===== src/design/tacm_pkg.sv =====
// Package for the two-axis min/max calibration and map block.
// Holds operation codes, output limits and the back-end status type.
// No dependencies.
`default_nettype none

package tacm_pkg;

  // Default sample width and queue depth.
  localparam int SAMPLE_BITS_DEF = 24;
  localparam int QUEUE_DEPTH_DEF = 2;

  // Operation codes carried in func.
  localparam logic [1:0] FUNC_CLEAR = 2'd0;
  localparam logic [1:0] FUNC_CAL   = 2'd1;
  localparam logic [1:0] FUNC_MAP   = 2'd2;

  // A sample equal to this value is not a real reading.
  localparam int INVALID_SAMPLE = 1;

  // Output range and span of the linear map.
  localparam logic signed [7:0] OUT_LO   = -8'sd127;
  localparam logic signed [7:0] OUT_HI   = 8'sd127;
  localparam int                MAP_SPAN = 254;

  // Back-end status seen by the top level.
  typedef struct packed {
    logic busy;
    logic load;
  } back_stat_t;

endpackage

`default_nettype wire


===== src/design/tacm_div.sv =====
// Iterative restoring divider, one quotient bit per cycle.
// Unsigned magnitudes only; used by tacm_back. Depends on nothing.
`default_nettype none

module tacm_div #(
  parameter int NUM_W = 32,
  parameter int DEN_W = 24
) (
  input  wire logic             clk_i,
  input  wire logic             rst_ni,
  input  wire logic             start_i,
  input  wire logic [NUM_W-1:0] dividend_i,
  input  wire logic [DEN_W-1:0] divisor_i,
  output logic                  done_o,
  output logic [NUM_W-1:0]      quotient_o
);

  localparam int CW = $clog2(NUM_W + 1);

  logic             busy_q, busy_d;
  logic             done_q;
  logic [CW-1:0]    cnt_q, cnt_d;
  logic [DEN_W-1:0] rem_q, rem_d;
  logic [DEN_W-1:0] den_q, den_d;
  logic [NUM_W-1:0] quo_q, quo_d;
  logic [DEN_W+1:0] trial;

  // Trial subtract of the shifted remainder.
  assign trial = {1'b0, rem_q, quo_q[NUM_W-1]} - {2'b00, den_q};

  always_comb begin
    busy_d = busy_q;
    cnt_d  = cnt_q;
    rem_d  = rem_q;
    den_d  = den_q;
    quo_d  = quo_q;
    if (start_i) begin
      busy_d = 1'b1;
      cnt_d  = CW'(NUM_W);
      rem_d  = '0;
      den_d  = divisor_i;
      quo_d  = dividend_i;
    end else if (busy_q) begin
      if (!trial[DEN_W+1]) begin
        rem_d = trial[DEN_W-1:0];
        quo_d = {quo_q[NUM_W-2:0], 1'b1};
      end else begin
        rem_d = {rem_q[DEN_W-2:0], quo_q[NUM_W-1]};
        quo_d = {quo_q[NUM_W-2:0], 1'b0};
      end
      cnt_d = cnt_q - 1'b1;
      if (cnt_q == CW'(1)) begin
        busy_d = 1'b0;
      end
    end
  end

  always_ff @(posedge clk_i or negedge rst_ni) begin
    if (!rst_ni) begin
      busy_q <= 1'b0;
      done_q <= 1'b0;
      cnt_q  <= '0;
    end else begin
      busy_q <= busy_d;
      done_q <= busy_q && (cnt_q == CW'(1));
      cnt_q  <= cnt_d;
    end
  end

  always_ff @(posedge clk_i) begin
    rem_q <= rem_d;
    den_q <= den_d;
    quo_q <= quo_d;
  end

  assign done_o     = done_q;
  assign quotient_o = quo_q;

endmodule

`default_nettype wire


===== src/design/tacm_fifo.sv =====
// Small register queue between the front and back ends.
// Generic width and depth; depends on nothing.
`default_nettype none

module tacm_fifo #(
  parameter int WIDTH = 100,
  parameter int DEPTH = 2
) (
  input  wire logic             clk_i,
  input  wire logic             rst_ni,
  input  wire logic             push_i,
  input  wire logic [WIDTH-1:0] push_data_i,
  output logic                  full_o,
  output logic                  pop_valid_o,
  input  wire logic             pop_ready_i,
  output logic [WIDTH-1:0]      pop_data_o
);

  localparam int PW = (DEPTH > 1) ? $clog2(DEPTH) : 1;
  localparam int CW = $clog2(DEPTH + 1);

  logic [WIDTH-1:0] mem_q [DEPTH];
  logic [PW-1:0]    wr_ptr_q, rd_ptr_q;
  logic [CW-1:0]    cnt_q;
  logic             do_push, do_pop;

  assign full_o      = (cnt_q == CW'(DEPTH));
  assign pop_valid_o = (cnt_q != '0);
  assign pop_data_o  = mem_q[rd_ptr_q];
  assign do_push     = push_i && !full_o;
  assign do_pop      = pop_valid_o && pop_ready_i;

  always_ff @(posedge clk_i or negedge rst_ni) begin
    if (!rst_ni) begin
      wr_ptr_q <= '0;
      rd_ptr_q <= '0;
      cnt_q    <= '0;
    end else begin
      if (do_push) begin
        wr_ptr_q <= (wr_ptr_q == PW'(DEPTH - 1)) ? '0 : wr_ptr_q + 1'b1;
      end
      if (do_pop) begin
        rd_ptr_q <= (rd_ptr_q == PW'(DEPTH - 1)) ? '0 : rd_ptr_q + 1'b1;
      end
      if (do_push && !do_pop) begin
        cnt_q <= cnt_q + 1'b1;
      end else if (do_pop && !do_push) begin
        cnt_q <= cnt_q - 1'b1;
      end
    end
  end

  always_ff @(posedge clk_i) begin
    if (do_push) begin
      mem_q[wr_ptr_q] <= push_data_i;
    end
  end

endmodule

`default_nettype wire


===== src/design/tacm_front.sv =====
// Front end: accepts items, keeps per-axis min/max, queues map requests.
// Depends on tacm_pkg.
`default_nettype none

module tacm_front
  import tacm_pkg::*;
#(
  parameter int SAMPLE_BITS = SAMPLE_BITS_DEF
) (
  input  wire logic                          clk_i,
  input  wire logic                          rst_ni,
  input  wire logic                          in_valid_i,
  output logic                               in_ready_o,
  input  wire logic [1:0]                    func_i,
  input  wire logic signed [SAMPLE_BITS-1:0] raw_x_i,
  input  wire logic signed [SAMPLE_BITS-1:0] raw_y_i,
  input  wire logic                          full_i,
  output logic                               push_o,
  output logic [4*(SAMPLE_BITS+1)-1:0]       push_data_o
);

  localparam int DW = SAMPLE_BITS + 1;
  localparam logic signed [SAMPLE_BITS-1:0] SMAX = {1'b0, {(SAMPLE_BITS-1){1'b1}}};
  localparam logic signed [SAMPLE_BITS-1:0] SMIN = {1'b1, {(SAMPLE_BITS-1){1'b0}}};
  localparam logic signed [SAMPLE_BITS-1:0] INV_S = SAMPLE_BITS'(INVALID_SAMPLE);

  typedef struct packed {
    logic signed [DW-1:0] diff_x;
    logic signed [DW-1:0] den_x;
    logic signed [DW-1:0] diff_y;
    logic signed [DW-1:0] den_y;
  } map_req_t;

  logic signed [SAMPLE_BITS-1:0] low_x_q, low_x_d, high_x_q, high_x_d;
  logic signed [SAMPLE_BITS-1:0] low_y_q, low_y_d, high_y_q, high_y_d;
  logic     accept, x_ok, y_ok;
  map_req_t req;

  assign in_ready_o = !full_i;
  assign accept     = in_valid_i && in_ready_o;
  assign x_ok       = (raw_x_i != INV_S);
  assign y_ok       = (raw_y_i != INV_S);

  always_comb begin
    low_x_d  = low_x_q;
    high_x_d = high_x_q;
    low_y_d  = low_y_q;
    high_y_d = high_y_q;
    if (accept) begin
      case (func_i)
        FUNC_CLEAR: begin
          low_x_d  = SMAX;
          high_x_d = SMIN;
          low_y_d  = SMAX;
          high_y_d = SMIN;
        end
        FUNC_CAL: begin
          if (x_ok && (raw_x_i < low_x_q))  low_x_d  = raw_x_i;
          if (x_ok && (raw_x_i > high_x_q)) high_x_d = raw_x_i;
          if (y_ok && (raw_y_i < low_y_q))  low_y_d  = raw_y_i;
          if (y_ok && (raw_y_i > high_y_q)) high_y_d = raw_y_i;
        end
        default: begin
        end
      endcase
    end
  end

  always_ff @(posedge clk_i or negedge rst_ni) begin
    if (!rst_ni) begin
      low_x_q  <= SMAX;
      high_x_q <= SMIN;
      low_y_q  <= SMAX;
      high_y_q <= SMIN;
    end else begin
      low_x_q  <= low_x_d;
      high_x_q <= high_x_d;
      low_y_q  <= low_y_d;
      high_y_q <= high_y_d;
    end
  end

  // Capture offsets against the range in force now, so later updates
  // do not disturb a queued request.
  always_comb begin
    req.diff_x = DW'(raw_x_i) - DW'(low_x_q);
    req.den_x  = DW'(high_x_q) - DW'(low_x_q);
    req.diff_y = DW'(raw_y_i) - DW'(low_y_q);
    req.den_y  = DW'(high_y_q) - DW'(low_y_q);
  end

  assign push_o      = accept && (func_i == FUNC_MAP) && x_ok && y_ok;
  assign push_data_o = req;

endmodule

`default_nettype wire


===== src/design/tacm_back.sv =====
// Back end: scales, divides and clamps both axes, holds the result register.
// Depends on tacm_pkg and tacm_div.
`default_nettype none

module tacm_back
  import tacm_pkg::*;
#(
  parameter int SAMPLE_BITS = SAMPLE_BITS_DEF
) (
  input  wire logic                    clk_i,
  input  wire logic                    rst_ni,
  input  wire logic                    pop_valid_i,
  output logic                         pop_ready_o,
  input  wire logic [4*(SAMPLE_BITS+1)-1:0] pop_data_i,
  output logic                         out_valid_o,
  input  wire logic                    out_ready_i,
  output logic signed [7:0]            axis_x_o,
  output logic signed [7:0]            axis_y_o,
  output back_stat_t                   stat_o
);

  localparam int DW    = SAMPLE_BITS + 1;
  localparam int NUM_W = SAMPLE_BITS + 8;

  localparam logic [1:0] ST_IDLE = 2'd0;
  localparam logic [1:0] ST_RUN  = 2'd1;
  localparam logic [1:0] ST_WAIT = 2'd2;

  typedef struct packed {
    logic signed [DW-1:0] diff_x;
    logic signed [DW-1:0] den_x;
    logic signed [DW-1:0] diff_y;
    logic signed [DW-1:0] den_y;
  } map_req_t;

  map_req_t req;
  logic [1:0] st_q, st_d;
  logic       start, out_free, load, out_valid_q;
  logic signed [7:0] axis_x_q, axis_y_q;

  logic signed [DW-1:0]    diff_l [2];
  logic signed [DW-1:0]    den_l  [2];
  logic [SAMPLE_BITS-1:0]  mag_n  [2];
  logic [SAMPLE_BITS-1:0]  mag_d  [2];
  logic [NUM_W-1:0]        num_l  [2];
  logic [NUM_W-1:0]        quo_l  [2];
  logic                    done_l [2];
  logic                    neg_q  [2];
  logic                    zero_q [2];
  logic signed [7:0]       res_l  [2];

  assign req       = pop_data_i;
  assign diff_l[0] = req.diff_x;
  assign den_l[0]  = req.den_x;
  assign diff_l[1] = req.diff_y;
  assign den_l[1]  = req.den_y;

  assign pop_ready_o = (st_q == ST_IDLE);
  assign start       = pop_valid_i && pop_ready_o;

  for (genvar i = 0; i < 2; i++) begin : g_lane
    logic signed [DW-1:0] abs_n, abs_d;

    assign abs_n    = diff_l[i][DW-1] ? -diff_l[i] : diff_l[i];
    assign abs_d    = den_l[i][DW-1] ? -den_l[i] : den_l[i];
    assign mag_n[i] = abs_n[SAMPLE_BITS-1:0];
    assign mag_d[i] = abs_d[SAMPLE_BITS-1:0];
    // Scale by the output span: x*254 = x*256 - x*2.
    assign num_l[i] = (NUM_W'(mag_n[i]) << 8) - (NUM_W'(mag_n[i]) << 1);

    tacm_div #(
      .NUM_W(NUM_W),
      .DEN_W(SAMPLE_BITS)
    ) u_div (
      .clk_i      (clk_i),
      .rst_ni     (rst_ni),
      .start_i    (start),
      .dividend_i (num_l[i]),
      .divisor_i  (mag_d[i]),
      .done_o     (done_l[i]),
      .quotient_o (quo_l[i])
    );

    always_ff @(posedge clk_i) begin
      if (start) begin
        neg_q[i]  <= diff_l[i][DW-1] ^ den_l[i][DW-1];
        zero_q[i] <= (den_l[i] == '0);
      end
    end

    // A negative quotient, or an empty range, lands on the low limit.
    always_comb begin
      if (zero_q[i] || neg_q[i]) begin
        res_l[i] = OUT_LO;
      end else if (quo_l[i] > NUM_W'(MAP_SPAN)) begin
        res_l[i] = OUT_HI;
      end else begin
        res_l[i] = quo_l[i][7:0] - 8'(OUT_HI);
      end
    end
  end

  assign out_free = !out_valid_q || out_ready_i;
  assign load     = ((st_q == ST_RUN && done_l[0]) || st_q == ST_WAIT) && out_free;

  always_comb begin
    st_d = st_q;
    case (st_q)
      ST_IDLE: if (start) st_d = ST_RUN;
      ST_RUN: begin
        if (done_l[0]) st_d = out_free ? ST_IDLE : ST_WAIT;
      end
      ST_WAIT: if (out_free) st_d = ST_IDLE;
      default: st_d = ST_IDLE;
    endcase
  end

  always_ff @(posedge clk_i or negedge rst_ni) begin
    if (!rst_ni) begin
      st_q        <= ST_IDLE;
      out_valid_q <= 1'b0;
    end else begin
      st_q <= st_d;
      if (load) begin
        out_valid_q <= 1'b1;
      end else if (out_ready_i) begin
        out_valid_q <= 1'b0;
      end
    end
  end

  always_ff @(posedge clk_i) begin
    if (load) begin
      axis_x_q <= res_l[0];
      axis_y_q <= res_l[1];
    end
  end

  assign out_valid_o = out_valid_q;
  assign axis_x_o    = axis_x_q;
  assign axis_y_o    = axis_y_q;
  assign stat_o.busy = (st_q != ST_IDLE);
  assign stat_o.load = load;

endmodule

`default_nettype wire


===== src/design/two_axis_minmax_calibrate_map.sv =====
// Two-axis min/max calibration with linear map onto -127..127 and clamp.
// Clear and calibrate items update only the front end's min/max registers; a map item
// is queued and divided by the bit-serial divider of each axis. The back end takes a
// new map request only while idle, so it finishes one before taking the next.
// Reset returns both axes' min/max to their reset range and empties the queue;
// no clearing pass is needed.
`default_nettype none

module two_axis_minmax_calibrate_map
  import tacm_pkg::*;
#(
  parameter int SAMPLE_BITS = SAMPLE_BITS_DEF,
  parameter int QUEUE_DEPTH = QUEUE_DEPTH_DEF
) (
  input  wire logic                          clk_i,
  input  wire logic                          rst_ni,
  input  wire logic                          in_valid_i,
  output logic                               in_ready_o,
  input  wire logic [1:0]                    func_i,
  input  wire logic signed [SAMPLE_BITS-1:0] raw_x_i,
  input  wire logic signed [SAMPLE_BITS-1:0] raw_y_i,
  output logic                               out_valid_o,
  input  wire logic                          out_ready_i,
  output logic signed [7:0]                  axis_x_o,
  output logic signed [7:0]                  axis_y_o
);

  // One queue entry: offset and range width for each axis.
  localparam int ENTRY_W = 4 * (SAMPLE_BITS + 1);

  logic               push, full, pop_valid, pop_ready;
  logic [ENTRY_W-1:0] push_data, pop_data;
  back_stat_t         back_stat;

  // Front: take items, keep the calibration range, queue map requests.
  tacm_front #(
    .SAMPLE_BITS(SAMPLE_BITS)
  ) u_front (
    .clk_i       (clk_i),
    .rst_ni      (rst_ni),
    .in_valid_i  (in_valid_i),
    .in_ready_o  (in_ready_o),
    .func_i      (func_i),
    .raw_x_i     (raw_x_i),
    .raw_y_i     (raw_y_i),
    .full_i      (full),
    .push_o      (push),
    .push_data_o (push_data)
  );

  // Queue: decouple classification from the slow divide.
  tacm_fifo #(
    .WIDTH(ENTRY_W),
    .DEPTH(QUEUE_DEPTH)
  ) u_fifo (
    .clk_i       (clk_i),
    .rst_ni      (rst_ni),
    .push_i      (push),
    .push_data_i (push_data),
    .full_o      (full),
    .pop_valid_o (pop_valid),
    .pop_ready_i (pop_ready),
    .pop_data_o  (pop_data)
  );

  // Back: scale, divide, clamp and present the result.
  tacm_back #(
    .SAMPLE_BITS(SAMPLE_BITS)
  ) u_back (
    .clk_i       (clk_i),
    .rst_ni      (rst_ni),
    .pop_valid_i (pop_valid),
    .pop_ready_o (pop_ready),
    .pop_data_i  (pop_data),
    .out_valid_o (out_valid_o),
    .out_ready_i (out_ready_i),
    .axis_x_o    (axis_x_o),
    .axis_y_o    (axis_y_o),
    .stat_o      (back_stat)
  );

  // Never overwrite a result that is still waiting to be taken.
  a_no_overwrite: assert property (@(posedge clk_i) disable iff (!rst_ni)
    (out_valid_o && !out_ready_i) |-> !back_stat.load)
    else $error("result overwritten while stalled");

  // The clamp never lets the most negative code through.
  a_out_range: assert property (@(posedge clk_i) disable iff (!rst_ni)
    out_valid_o |-> (axis_x_o != 8'sh80) && (axis_y_o != 8'sh80))
    else $error("output outside -127..127");

  // The back end takes a new request only while idle.
  a_pop_idle: assert property (@(posedge clk_i) disable iff (!rst_ni)
    (pop_valid && pop_ready) |-> !back_stat.busy)
    else $error("request popped while back end busy");

endmodule

`default_nettype wire


===== config.mk =====
export PLATFORM = sky130hd
export DESIGN_NAME = two_axis_minmax_calibrate_map
export DESIGN_NICKNAME = d
export VERILOG_FILES = /design/src/design/tacm_pkg.sv /design/src/design/tacm_div.sv /design/src/design/tacm_fifo.sv /design/src/design/tacm_front.sv /design/src/design/tacm_back.sv /design/src/design/two_axis_minmax_calibrate_map.sv
export SDC_FILE = /design/constraint.sdc
export NUM_CORES = 1
export LEC_CHECK = 0
export BUFFER_PORTS_ARGS = -buffer_cell sky130_fd_sc_hd__buf_2
export CAP_MARGIN = 20
export CORE_ASPECT_RATIO = 0.7
export CORE_MARGIN = 5
export CORE_UTILIZATION = 30
export DETAILED_ROUTE_END_ITERATION = 6
export SLEW_MARGIN = 10
export SYNTH_ARGS = -nofsm -noshare
export SYNTH_HDL_FRONTEND = slang
export SYNTH_HIERARCHICAL = 1
export SYNTH_SLANG_ARGS = --single-unit
export TNS_END_PERCENT = 1

===== constraint.sdc =====
create_clock -name clk_i -period 12.95 [get_ports clk_i]
set_input_delay 1.9425 -clock clk_i [delete_from_list [all_inputs] [get_ports clk_i]]
set_output_delay 1.9425 -clock clk_i [all_outputs]
set_load 0.02 [all_outputs]

==> impl_metrics.toml, run 1 <==
[status]
status = "completed"

[setup_path]
regToRegSetupSlack_ns = 6.29
cpPeakStageDelay_ns = 0.76
critical_path_arrival_ns = 7.03
reg2reg_to = "u_back/g_lane[1].u_div/quotient_o[29]$_DFFE_PP_"
cp-start-kind = "flop"
endpoint_kind = "flop"
crit_type = "flop to flop"
crit_chain = "buf_4, mux2_4, nor4_2, nand4_1, o31ai_1, xnor2_1, inv_1, ha_1, nand2_1, nor3_1, a311o_1, a2111o_1, o21a_1, a31oi_4, a221oi_2, nor3_1, xnor2_1, mux2_2"
cp_data_required_time_ns = 13.32
r2r-start = "u_fifo/rd_ptr_q$_DFFE_PN0P_"
r2r_cells = 18
critPathMaxFanout = 42
cp_slowest_cell = "dfrtp_4"

[clock_tree]
path_clk_slew_ns = 0.06
cts_hold_buffers = 0
ctsRootBufferMaster = "clkbuf_16"
cts_tree = "built"
clock_sinks = 498
cts_resized = 0
cts_setup_buffers = 0
cts_buffers = 58
clockBufferDepth = 3
htree_levels = 2
worstSkewPairLatency_ns = 0.63

[detailed_routing]
routedWlPerCell_microns = 17.33
wirelength_microns = 86080
drt_iter0_markers = 1961
vias_per_cell = 5.066
route.detailed.drc = 0
ant_nets = 0
first_pass_iters = 6
vias = 25159

[sta]
setup_ws_ns = 6.287
period_share_pct = 51.45
slew_violations = 0
hold_viol_final = 0
finalSetupTns_ns = 0
max_freq_ghz = 0.1501
layout_min_cycle_time_ns = 6.663
setup_viol = 0
holdWs_ns = 0.4675
tightestPinTransition_ns = 1.147
fin_worst_skew_ns = 0.02179
rsz0062_at_grt = "false"
relSlewSlack_pct = 23.55

[place]
placed_area_sq_um = 36200
io_buffers = 71
gp_congestion = 0.9088
placed_cells = 4848
place_hpwl_microns = 65560
pre_cts_slack_ns = 6.333

[global_route]
grt.overflow.total = 0
grt_pass1_vias = 23423
grt_max_degree = 71
grt_antenna_before_repair = 10
grt_use_total_pct = 13.63
grt_pass1_wl_microns = 135600

[power]
total_power_mw = 9.753
leakage_nw = 15.39
p_per_area_nw_per_um2 = 254.1
peakVddDrop_uv = 123.6

[flow_run]
maxCapViolCount = 0

[final_layout]
drive_above_1_share_pct = 15.40
final_util_pct = 33.52
stdcell_count = 4966
syn2layout_area_growth_pct = 11.30
fin_nets = 3659
design_area_sq_um = 38380

[die]
ioPinCount = 72
core_sq_um = 114500
rows = 104
die_w_microns = 415.2
die_area_sq_um = 121900
start_util_pct = 30.11
die_h_microns = 293.7

[yosys]
syn_area_sq_um = 34480
yosys_warnings = 6
postSynthCellCount = 3335
avgSynthCellArea_sq_um = 10.34

[worst_hold_path]
hold_path.startpoint = "u_back/st_q[1]$_DFFE_PN0P_"
hold-path-endpoint = "u_back/st_q[0]$_DFFE_PN0P_"
hold_depth = 1
min_path_type = "flop to flop"
critical path: cells and delay by family (launching register included):
kind / cells / cell delay, ns
xor+xnor: 2 / 0.39
fa+ha+maj: 1 / 0.41
buf+inv: 2 / 0.91
simple gates: 5 / 1.48
mux: 2 / 0.69
compound gates: 6 / 1.70
flops: 1 / 0.76
per-layer routing:
layer	part of all wire, %	track usage, %
met1	53	21.52
met2	39	18.96
met3	6.3	2.639
met4	1.9	2.951
met5	0.024	0
placed cells by master (no fill, tap or decap), types with 32 or more instances in the layout:
cell	count
nor2_1	234
xnor2_1	199
a21oi_1	180
nor3_1	53
a211oi_1	39
dfxtp_1	48
mux2i_1	43
nand2b_1	40
a21o_1	65
ha_1	226
xor2_1	95
nor4_1	43
o21ai_0	113
clkbuf_16	59
nor2b_1	35
buf_2	70
dfstp_2	48
o22a_1	42
nand2_1	254
nand4_1	32
o31ai_1	35
edfxtp_1	332
mux2_4	90
mux2_2	76
nand3_1	68
inv_1	258
dfrtp_1	69
power by group:
part	switching (mW)	internal (mW)	leakage (nW)	total, mW
combinational	3.13	2.15	9.43	5.29
sequential	0.304	2.34	4.92	2.64
clock	0.689	1.13	1.03	1.82
total	4.13	5.63	15.4	9.75
state kept, by name, indices dropped and copies added (netlist names), 12 cells and up:
register and cells:
u_fifo/mem_q 200, u_back/g_lane.u_div/quotient_o 64, u_back/g_lane.u_div/den_q 48, u_back/g_lane.u_div/rem_q 48, u_front/high_x_q 24, u_front/high_y_q 24, u_front/low_x_q 24, u_front/low_y_q 24
u_back/g_lane.u_div/cnt_q 12
how the worst max path moves through the flow:
stage | startpoint | slack (ns) | to
6_report | u_fifo/rd_ptr_q$_DFFE_PN0P_ | 6.29 | u_back/g_lane[1].u_div/quotient_o[29]$_DFFE_PP_
5_1_grt | u_fifo/rd_ptr_q$_DFFE_PN0P_ | 5.82 | u_back/g_lane[0].u_div/quotient_o[23]$_DFFE_PP_
4_1_cts | u_fifo/rd_ptr_q$_DFFE_PN0P_ | 6.30 | u_back/g_lane[0].u_div/quotient_o[23]$_DFFE_PP_
3_5_place_dp | u_fifo/rd_ptr_q$_DFFE_PN0P_ | 6.33 | u_back/g_lane[0].u_div/quotient_o[23]$_DFFE_PP_
3_3_place_gp | u_fifo/rd_ptr_q$_DFFE_PN0P_ | 6.51 | u_back/g_lane[0].u_div/quotient_o[28]$_DFFE_PP_
2_1_floorplan | raw_y_i[0] | 5.56 | u_fifo/mem_q[0][0]$_DFFE_PP_
layout make-up:
cell class / instances / area (sq um)
timing repair buffer: 91 / 513.0
antenna: 6 / 15.01
inverter: 259 / 972.2
multi-input combinational: 2465 / 18860
sequential: 498 / 13950
tap: 1537 / 1923
clock inverter: 41 / 599.3
fill: 11565 / 76130
clock buffer: 69 / 1544
Power figures use the tool's default switching activity.
==> run 2, diff against run 1 <==
- ABC_AREA: not set -> 1
- clock period: 12.95 -> 5.8 ns (I/O delays scaled with it)
==> run 2 against run 1 <==
Effect of this change: global-route usage increased by 2.4 points; utilization decreased by 0.29 points; flip-flop and latch count unchanged; combinational power increased to 3.1 times the previous value; via count increased by 31%; non-clock buffer count increased by 4.
==> impl_metrics.toml, run 2 <==
[detailed_routing]
vias_per_cell = 4.741
route.detailed.drc = 0
first_pass_iters = 6
vias = 33019
ant_nets = 0
wirelength_microns = 107900
drt_iter0_markers = 3172
routedWlPerCell_microns = 15.50

[sta]
layout_min_cycle_time_ns = 4.532
rsz0062_at_grt = "false"
relSlewSlack_pct = 31.91
fin_worst_skew_ns = 0.02183
finalSetupTns_ns = 0
setup_viol = 0
tightestPinTransition_ns = 1.019
max_freq_ghz = 0.2207
period_share_pct = 78.14
slew_violations = 0
hold_viol_final = 0

[setup_path]
endpoint_kind = "flop"
regToRegSetupSlack_ns = 1.27
critical_path_arrival_ns = 4.90
cp_data_required_time_ns = 6.17
crit_type = "flop to flop"
r2r-start = "u_fifo/rd_ptr_q$_DFFE_PN0P_"
reg2reg_to = "u_back/g_lane[1].u_div/quotient_o[27]$_DFFE_PP_"
r2r_cells = 23
critPathMaxFanout = 27
cp-start-kind = "flop"

[place]
placed_area_sq_um = 39300
place_hpwl_microns = 84340
io_buffers = 71
gp_congestion = 0.9124

[final_layout]
multi_input_area_sq_um = 19810
final_cell_mix = "nand2_1 (1,903), inv_1 (750), nand3_1 (412)"
fillers = 13336
design_area_sq_um = 41130
final_util_pct = 33.23
syn2layout_area_growth_pct = 10.24
largest_register_ffs = 200
drive_above_1_share_pct = 8.103
regArea_sq_um = 13950
final_common_cell = "nand2_1"
fin_nets = 5546
top_register = "u_fifo/mem_q"

[yosys]
avgSynthCellArea_sq_um = 7.160
postSynthCellCount = 5211
syn_area_sq_um = 37310
yosys_warnings = 6

[die]
die_w_microns = 431.5
start_util_pct = 30.14
rows = 108
die_area_sq_um = 131600
die_h_microns = 305.1
core_sq_um = 123800
ioPinCount = 72

[power]
peakVddDrop_uv = 294.4
p_per_area_nw_per_um2 = 637.2
leakage_nw = 20.39
total_power_mw = 26.21

[clock_tree]
htree_levels = 2
cts_buffers = 55
clock_sinks = 498
clockBufferDepth = 3
path_clk_slew_ns = 0.07
worstSkewPairLatency_ns = 0.64
cts_resized = 0
ctsRootBufferMaster = "clkbuf_16"
cts_setup_buffers = 0
cts_tree = "built"
cts_hold_buffers = 0

[global_route]
grt_antenna_before_repair = 10
grt.overflow.total = 0
grt_pass1_wl_microns = 171600
grt_max_degree = 65
grt_use_total_pct = 16.07
grt_pass1_vias = 30711

[flow_run]
maxCapViolCount = 0

[status]
status = "completed"

[worst_hold_path]
min_path_type = "input pin to asynchronous set/reset pin"
run 2: metal layers:
metal	part of all wire [%]	wire length [microns]	vias up	track usage, %
met1	50	54350	15229	24.42
met4	1.7	1783	6	3.046
met5	0.044	48	-	0
li1	-	-	16715	-
met3	7.3	7851	123	3.207
met2	41	43870	946	23.59
run 2: worst max path at each step:
stage / startpoint / end / slack [ns] / cells past startpoint
5_1_grt: u_fifo/rd_ptr_q$_DFFE_PN0P_ / u_back/g_lane[1].u_div/quotient_o[25]$_DFFE_PP_ / 0.74 / 23
6_report: u_fifo/rd_ptr_q$_DFFE_PN0P_ / u_back/g_lane[1].u_div/quotient_o[27]$_DFFE_PP_ / 1.27 / 23
4_1_cts: u_fifo/rd_ptr_q$_DFFE_PN0P_ / u_back/g_lane[1].u_div/quotient_o[27]$_DFFE_PP_ / 1.28 / 23
3_5_place_dp: u_fifo/rd_ptr_q$_DFFE_PN0P_ / u_back/g_lane[1].u_div/quotient_o[27]$_DFFE_PP_ / 1.32 / 23
3_3_place_gp: u_fifo/rd_ptr_q$_DFFE_PN0P_ / u_back/g_lane[1].u_div/quotient_o[28]$_DFFE_PP_ / 1.37 / 23
2_1_floorplan: u_back/st_q[0]$_DFFE_PN0P_ / u_back/g_lane[0].u_div/quotient_o[0]$_DFFE_PP_ / 0.88 / 7
run 2: power by group:
| part | total, mW | leakage, nW | switching (mW) | internal (mW) |
|---|---|---|---|---|
| Combinational | 16.2 | 14.6 | 11.1 | 5.13 |
| Clock | 3.58 | 0.867 | 1.55 | 2.02 |
| Sequential | 6.38 | 4.92 | 0.675 | 5.71 |
run 2: final cells by class:
cell class                      instances  area share, %
Antenna cell                            7        0.04259
Clock buffer                           69          3.550
Clock inverter                         35         0.8578
Inverter                              775          7.082
Multi-Input combinational cell       3835          48.17
Sequential cell                       498          33.91
Tap cell                             1650          5.019
Timing Repair Buffer                   95          1.366
run 2: worst max-delay path: stages (launching register included):
cell	delay (ns)
dfrtp_4	0.62
clkinv_2	0.45
buf_4	0.40
nand2_1	0.10
nand2_1	0.17
inv_2	0.16
ha_1	0.23
nand3_2	0.14
nand2_2	0.11
nand3_2	0.13
xor2_1	0.30
inv_1	0.08
ha_1	0.36
inv_1	0.07
nor2_2	0.14
inv_1	0.08
nor2_1	0.17
nand3_1	0.09
nand2_1	0.11
nand2_1	0.08
nand3_1	0.07
nand2_1	0.05
nand2_1	0.06
nand2_1	0.06
run 2: per-stage QoR:
step	hold WS, ns	setup WS [ns]	std cells
2_1_floorplan	0.4417	0.8769	5212
3_3_place_gp	0.4505	1.368	6852
3_5_place_dp	0.4538	1.316	6853
4_1_cts	0.2431	1.284	6957
5_1_grt	0.2730	0.7390	6959
6_report	0.2520	1.268	6964
